File: config.mk
export PLATFORM = sky130hd
export DESIGN_NAME = mlqs_ram
export DESIGN_NICKNAME = d
export VERILOG_FILES = /design/src/rtl/core/mlqs_ram.sv
export SDC_FILE = /design/constraint.sdc
export NUM_CORES = 2
export LEC_CHECK = 0
export ABC_AREA = 0
export BUFFER_PORTS_ARGS = -buffer_cell sky130_fd_sc_hd__buf_2
export CORE_MARGIN = 2
export CORE_UTILIZATION = 59
export CTS_BUF_LIST = sky130_fd_sc_hd__clkbuf_8
export CTS_CLUSTER_DIAMETER = 40
export DETAILED_ROUTE_END_ITERATION = 7
export PLACE_DENSITY = 0.86
export SLEW_MARGIN = 20
export SYNTH_ARGS = -nofsm -noshare
export SYNTH_HDL_FRONTEND = slang
export SYNTH_SLANG_ARGS = --single-unit
File: constraint.sdc
create_clock -name clk -period 3.85 [get_ports clk]
set_input_delay 0.5775 -clock clk [delete_from_list [all_inputs] [get_ports clk]]
set_output_delay 0.5775 -clock clk [all_outputs]
set_load 0.05 [all_outputs]
File: src/rtl/core/mlqs_ram.sv
// ----------------------------------------------------------------------------
// Generic RAM
// One write port and one read port with a registered read.
// ----------------------------------------------------------------------------
module mlqs_ram #(
	parameter int WIDTH = 32,
	parameter int DEPTH = 128
) (
	input  logic                     clk,
	input  logic                     wr_en,
	input  logic [$clog2(DEPTH)-1:0] wr_addr,
	input  logic [WIDTH-1:0]         wr_data,
	input  logic                     rd_en,
	input  logic [$clog2(DEPTH)-1:0] rd_addr,
	output logic [WIDTH-1:0]         rd_data
);

	logic [WIDTH-1:0] mem_q [DEPTH];

	always_ff @(posedge clk) begin
		if (wr_en) begin
			mem_q[wr_addr] <= wr_data;
		end
		if (rd_en) begin
			rd_data <= mem_q[rd_addr];
		end
	end

endmodule

==> metrics.cfg <==
[floorplan]
io_pins = 81
dieWidth_um = 519
start_util_pct = 59.2
core.rowCount = 189
dieHeight_um = 519
core-area_um2 = 265000
dieArea_um2 = 270000

[logic_synthesis]
ys.warnings.count = 0
syn-instance-count = 5990
syn_area_per_cell_um2 = 26.1
ys_top_cells_by_area = edfxtp_1 (79%), mux4_2 (19%), clkbuf_1 (0.44%)
netlist.area_leader.share_pct = 79.2
synth_seq_area_share_pct = 79.2
ys_types = 16
synth_top_cell_by_area = edfxtp_1
syn_area_um2 = 157000
syn_nets = 6039
synth-seq-cells = 4128

[critical_path]
end_kind = register
path_max_fanout = 1
cp.arrival_ns = 3.85
crit_type = register to register
crit_required_ns = 4.64
startpoint_type = register

[route]
vias_per_cell = 7.46
drt-total-wl_um = 490000
drt_first_iter_violations = 16000
drcViolationCount = 0
drtPass1Iterations = 6
antenna_left = 0
routedWlPerCell_um = 45.3
vias = 80500

[clocking]
postCtsSetupRepairBufs = 0
clk_pin_slew_ns = 0.07
cts_max_level = 6
cts_buffers = 608
cts_tree = done
cts.path.max_buffers = 4
cts.sinks = 4128
cts_root_buf = clkbuf_8
clk_latency_ns = 1.10

[timing]
fin_skew_ns = 0.0768
finalCriticalPeriod_ns = 3.06
finalCritPeriodShare_pct = 79.5
hold_viol = 0
slew_viol_final = 0
fin_ws_ns = 0.787
rsz0062_at_grt = no
setup_violations = 0
relSlewSlack_pct = 21.7
tightestPinTransition_ns = 1.17
fmax_ghz = 0.327

[power_and_ir_drop]
internal-power_mw = 68.0
p_switching_mw = 20.5
power_density_nw_per_um2 = 499
leakagePower_nw = 55.3
clockPowerShare_pct = 37.6
sequentialPowerShare_pct = 56.3
vdd_ir_drop_max_v = 0.000440
switching_share_pct = 23.2
power_frac_comb_pct = 6.1

[hold_path]
hold_class = input pin to register

[placed_design]
dp.final_hpwl_um = 280000
io_buffers = 80
gp_congestion = 0.882
pre_cts_ws_ns = -0.0797
place_inst = 9691
place_area_um2 = 166000

[layout]
final_nets = 6822
instances_no_fill = 10800
area_growth_pct = 13.2
fin_util_pct = 67.0
drive_gt1_share_pct = 37.8
final_area_um2 = 177000

[global_route]
grt_util_all_layers_pct = 36.6
grt_max_degree = 129
first_global_vias = 81300
grt_overflow = 0
antenna_found_initial = 78
grt_pass1_wl_um = 664000

[flow_run]
max-cap-violations = 0

[status]
status = complete, no violations

-- logic make-up (layout without fill, tap and decap cells) --
logic type             Yosys count  count (layout)  synth area share, %
flip-flops                    4128            4128                 79.2
buffers and inverters          316            1535                0.837
multiplexers                  1376            1376                 19.6
AND/OR/NAND/NOR                170             170                0.445
other                            0              54                    0
-- layout make-up --
type	instances	area [um2]
diodes	54	135
clock inverters	416	2280
clock buffers	630	8670
flip-flops and latches	4128	124000
well taps	3533	4420
fillers	14000	87300
multi-input cells	1546	32300
repair buffers	489	5560
-- cell usage after synthesis --
cell      instances
nand2_1          14
or3_1             1
clkbuf_1        182
nand2b_1          2
mux2_2           32
nand3_1          12
nor2b_1           7
buf_2            79
nand4_1           3
mux4_2         1344
buf_6             2
nor2_1          122
edfxtp_1       4128
nor3_1            9
buf_4             3
buf_1            50
-- repair_timing --
action | in CTS | in global routing
gates resized for setup | 0 | 0
hold endpoints to repair | 75 | 10
hold buffers | 3 | 1
-- registers in the layout, indices dropped and copies added, names as in the netlist --
signal   count
mem_q     4096
rd_data     32
-- critical path, cell delays in order (launching register included) --
cell and delay [ns]:
edfxtp_1 0.51, mux4_2 0.66, mux4_2 0.57, mux4_2 0.69
mux2_2 0.35
-- worst paths after layout --
kind | start | to | slack (ns) | cells past startpoint
hold / removal | wr_data[12] | mem_q[50][12] | 0.07 | 1
setup / recovery | mem_q[23][30] | rd_data[30] | 0.79 | 4
hold reg to reg | mem_q[109][22] | rd_data[22] | 1.29 | 4
setup reg to reg | mem_q[23][30] | rd_data[30] | 0.79 | 4
-- through the flow --
stage | hold slack [ns] | power, mW | TNS (ns)
2_1_floorplan | 0.676 | 53.2 | 0
3_3_place_gp | 0.973 | 55.5 | -0.00970
4_1_cts | 0.0258 | 88.2 | 0
6_report | 0.0685 | 88.5 | 0
5_1_grt | 0.0551 | 90.2 | 0
3_5_place_dp | 0.992 | 55.9 | -0.314
-- layer usage --
metal / track usage [%] / part of all wire [%]
met1: 43.5 / 28
met2: 55.5 / 46
met3: 12.9 / 16
met4: 27.2 / 9.4
met5: 0.320 / 0.10
-- power by group through the flow --
stage	Sequential [mW]	Clock, mW	Combinational [mW]
3_3_place_gp	50.8	0	4.77
3_5_place_dp	50.8	0	5.10
5_1_grt	49.8	34.9	5.42
2_1_floorplan	50.8	0	2.40
6_report	49.9	33.3	5.40
4_1_cts	49.8	33.2	5.16
-- placed cells by master, fill, tap and decap left out, types with 49 or more instances in the layout --
master    netlist  final
buf_12          0    152
buf_4           3    277
clkbuf_8        0    630
clkinv_1        0    122
clkinv_2        0     49
diode_2         0     54
edfxtp_1     4128   4128
inv_1           0    193
mux4_2       1344   1344
nor2_4          0    119
Note: power is estimated with default switching activity, not from simulation.
