### src/rtl/core/mlqs_pkg.sv
// ----------------------------------------------------------------------------
// Multilevel queue scheduler package
// Shared widths, codes and types for the scheduler core and its parts.
// ----------------------------------------------------------------------------
package mlqs_pkg;

	localparam int QUEUE_DEPTH_DEF = 128;
	localparam int NUM_LEVELS      = 3;

	localparam int PID_W   = 16;
	localparam int PRIO_W  = 8;
	localparam int BURST_W = 16;
	localparam int ENTRY_W = PID_W + BURST_W;
	localparam int TOTAL_W = 32;
	localparam int LVL_W   = 2;
	localparam int STAT_W  = 2;

	localparam logic [BURST_W-1:0] QUANTUM_RST = BURST_W'(4);

	// Priority bands that pick the queue level on an add.
	localparam logic [PRIO_W-1:0] PRIO_L0_LO = PRIO_W'(1);
	localparam logic [PRIO_W-1:0] PRIO_L0_HI = PRIO_W'(3);
	localparam logic [PRIO_W-1:0] PRIO_L1_LO = PRIO_W'(4);
	localparam logic [PRIO_W-1:0] PRIO_L1_HI = PRIO_W'(6);

	localparam logic [LVL_W-1:0] LVL_RR    = LVL_W'(0);
	localparam logic [LVL_W-1:0] LVL_MID   = LVL_W'(1);
	localparam logic [LVL_W-1:0] LVL_LOW   = LVL_W'(2);

	localparam logic OP_ADD   = 1'b0;
	localparam logic OP_SCHED = 1'b1;

	typedef enum logic [STAT_W-1:0] {
		ST_ADDED   = 2'd0,
		ST_DROPPED = 2'd1,
		ST_RAN     = 2'd2,
		ST_IDLE    = 2'd3
	} status_t;

	typedef enum logic {
		ALU_ADD = 1'b0,
		ALU_SUB = 1'b1
	} alu_op_t;

	typedef struct packed {
		logic [TOTAL_W-1:0] sum;
		logic               carry;
	} alu_res_t;

endpackage

### src/rtl/core/mlqs_alu.sv
// ----------------------------------------------------------------------------
// Scheduler arithmetic unit
// One shared adder/subtractor with carry out, used for the slice compare,
// the remaining-burst update and the running total.
// ----------------------------------------------------------------------------
module mlqs_alu (
	input  mlqs_pkg::alu_op_t               op,
	input  logic [mlqs_pkg::TOTAL_W-1:0]    a,
	input  logic [mlqs_pkg::TOTAL_W-1:0]    b,
	output mlqs_pkg::alu_res_t              res
);

	logic [mlqs_pkg::TOTAL_W:0]   wide;
	logic [mlqs_pkg::TOTAL_W-1:0] b_eff;

	// Subtraction is a + ~b + 1; a set carry then means no borrow.
	assign b_eff = (op == mlqs_pkg::ALU_SUB) ? ~b : b;
	assign wide  = {1'b0, a} + {1'b0, b_eff}
		+ {{mlqs_pkg::TOTAL_W{1'b0}}, (op == mlqs_pkg::ALU_SUB)};
	assign res.sum   = wide[mlqs_pkg::TOTAL_W-1:0];
	assign res.carry = wide[mlqs_pkg::TOTAL_W];

endmodule

### config.mk
export PLATFORM = sky130hd
export DESIGN_NAME = mlqs_alu
export DESIGN_NICKNAME = d
export VERILOG_FILES = /design/src/rtl/core/mlqs_pkg.sv /design/src/rtl/core/mlqs_alu.sv
export SDC_FILE = /design/constraint.sdc
export NUM_CORES = 1
export LEC_CHECK = 0
export ABC_CLOCK_PERIOD_IN_PS = 10500
export BUFFER_PORTS_ARGS = -buffer_cell sky130_fd_sc_hd__buf_4
export CAP_MARGIN = 5
export CORE_ASPECT_RATIO = 0.9
export CORE_MARGIN = 1
export CORE_UTILIZATION = 54
export DETAILED_ROUTE_END_ITERATION = 10
export GPL_TIMING_DRIVEN = 0
export PLACE_DENSITY = 0.95
export SLEW_MARGIN = 20
export SYNTH_ARGS = -nofsm -noshare
export SYNTH_HDL_FRONTEND = slang
export SYNTH_SLANG_ARGS = --single-unit
### constraint.sdc
create_clock -name vclk -period 10.5
set_input_delay 1.575 -clock vclk [all_inputs]
set_output_delay 1.575 -clock vclk [all_outputs]
set_load 0.03 [all_outputs]
==> impl_results.md <==
- Most frequent cells in the layout: buf_4, xor2_1, ha_1, a21oi_1, nand2_1
- Largest net degree at the start of global routing: 11
- Hold slack: 3.469 ns
- Clock power frac: 0
- Synthesized cell area: 2106 um^2
- Adder and majority gate portion of the synthesized area: 0.2115
- Port Buf Inserts: 97
- Initial Utilization: 0.5644
- RSZ-0062 raised after global routing: no
- Combinational Power Share: 1.000
- VDD IR-drop max: 0.06963 mV
- Area occupied by multi-input gates: 2039 um^2
- Switching share of power: 0.5927
- Cell area power density: 123.6 nW/um^2
- Row Count: 21
- Final nets: 485
- # DRC: 0
- CP Launch Type: input pin
- P&R area growth vs syn: 37.31%
- Antenna Nets Post-Route: 0
- Register area: 0 um^2
- Initial antenna violation count: 0
- Routing usage on met3: 0.009259
- Die height: 61.24 um
- Filler instances: 295
- Vias per cell: 5.904
- Met1 GRT Util: 0.3996
- Commonest non-fill, non-tap cell in the layout: buf_4
- Post-place setup slack: 3.992 ns
- Gr usage total: 0.2898
- Crit Path Class: in2out
- Final setup vio count: 0
- CP Data Required Time: 8.93 ns
- Endpoints failing hold: 0
- Core area: 3731 um^2
- Post-synth cell types: 46
- First-pass GRT wire length: 9473 um
- Critical Path AT: 5.05 ns
- Critical path peak fanout: 10
- Die ar.: 4154 um^2
- Worst rel slew slack: 0.4592
- Least-Margin Pin Slew: 0.8112 ns
- Post-synthesis mux area share: 0.009507
- Grt met2 use: 0.5191
- Synthesized net count: 386
- Share of cells above drive strength 1: 0.2689
- Final setup TNS: 0 ns
- Final Core Density: 0.7750
- Die Wd: 67.83 um
- Total I/O pin count: 98
- Number of global-route vias before repair: 2228
- Worst setup EP type: output port
- Status: completed
- Register area share after synthesis: 0
- Clock buffers: 0
- DRT Pass-1 Iters: 4
- Postcts setup bufs: 0
- Internal: 145.5 uW
- Fin crit period: 6.629 ns
- Max-cap violations: 0
- Grt ovf: 0
- Hpwl dp: 5105 um
- Simple-gate portion of the synthesized area: 0.1771
- LEAKAGE: 1.495 nW
- Post-synthesis compound-gate area fraction: 0.3292
- Routed WL per cell: 14.17 um
- Max-slew violations: 0
- CP max-delay cell: clkbuf_1
- Top Usage Layer GRT: met2
- XOR/XNOR Fraction of Synth Area: 0.2412
- Diode count: 0
- Seq pwr share: 0
- Crit path largest cell delay: 0.63 ns
- Seq_cells: 0
- Hold buffers post-CTS: 0
- Buffers and inverters on the worst path: 3
- Via Count: 2533
- Top delay family on crit path: compound AO/OA/AOI/OAI gates
- Setup ws final: 3.871 ns
- Routed wire length: 6080 um
- Worst path cell trace: buf_2 > clkbuf_1 > xor2_1 > ha_1 > a21o_1 > a21o_1 > a221o_1 > a221o_1 > a31o_2 > a2111oi_0 > nor4bb_1 > buf_4
- # resized after CTS: 0
- Drt initial violations: 130
- Routability cong.: 0.9084
- Syn. warnings: 0
- Mean Syn Cell Area: 7.363 um^2
- Tcrit/Tclk final: 0.6313
- Hold Crit Class: in2out
- P_sw: 211.8 uW
- Fmax achieved: 150.9 MHz
- Largest family of logic cells by synthesized area: compound AO/OA/AOI/OAI gates
- Synth Instances: 286
[power by group through the flow]
stage,clock network (mW),logic [mW],registers [mW]
4_1_cts,0,0.355,0
5_1_grt,0,0.386,0
2_1_floorplan,0,0.241,0
6_report,0,0.357,0
3_3_place_gp,0,0.348,0
3_5_place_dp,0,0.354,0
[area by class of cell]
cell class	instances	area share
buffer	8	0.01125
inverter	9	0.01168
multi-input combinational	269	0.7053
tap	46	0.01990
timing repair buffer	97	0.2518
[layer usage]
| metal | part of all wire | routed length, um | up-vias |
|---|---|---|---|
| met5 | 0 | 0 | - |
| met4 | 0.0066 | 40 | 0 |
| met3 | 0.062 | 377 | 4 |
| met2 | 0.48 | 2922 | 100 |
| met1 | 0.45 | 2740 | 1169 |
| li1 | - | - | 1260 |
[cells by family (layout without fill, tap and decap cells)]
logic type | count (synthesis) | in the layout
adder cells (fa/ha/maj) | 35 | 35
buffers and inverters | 17 | 114
AO/OA/AOI/OAI | 102 | 102
AND/OR/NAND/NOR | 72 | 72
multiplexers | 2 | 2
XOR/XNOR | 58 | 58
[metrics by stage]
step / power, mW / instances / instance area, um^2
floorplan: 0.2409 / 286 / 2106
global placement: 0.3483 / 429 / 2892
detailed placement: 0.3536 / 429 / 2892
CTS: 0.3550 / 429 / 2892
global route: 0.3863 / 429 / 2892
finish: 0.3573 / 429 / 2892
[synth_stat cells, types with 2 or more instances]
cell | number | area [um^2]
and3_1 | 6 | 37.54
inv_1 | 9 | 33.78
o21a_1 | 5 | 37.54
ha_1 | 34 | 425.4
o211ai_1 | 5 | 37.54
o31ai_1 | 4 | 30.03
clkbuf_1 | 6 | 22.52
o22ai_1 | 3 | 18.77
a21oi_1 | 31 | 155.2
buf_2 | 2 | 10.01
nand2b_1 | 2 | 12.51
nor3_1 | 3 | 15.01
o21bai_1 | 6 | 45.04
a221o_1 | 3 | 30.03
a211oi_1 | 4 | 30.03
a21o_1 | 16 | 120.1
nand4_1 | 3 | 18.77
o21ai_0 | 8 | 40.04
nor2_1 | 10 | 37.54
mux2i_1 | 2 | 20.02
xor2_1 | 41 | 359.1
a31oi_1 | 2 | 12.51
nand2_1 | 19 | 71.32
nand3_1 | 12 | 60.06
o221ai_1 | 2 | 17.52
or3_1 | 2 | 12.51
xnor2_1 | 17 | 148.9
and2_1 | 4 | 25.02
a21boi_0 | 2 | 15.01
nor2b_1 | 5 | 31.28
a211o_1 | 3 | 26.28
[worst paths after layout]
path,depth (start not counted),endpoint,slack (ns),from
min,3,res[1],3.47,a[0]
max,12,res[29],3.87,op
(Power assumes the default switching activity.)
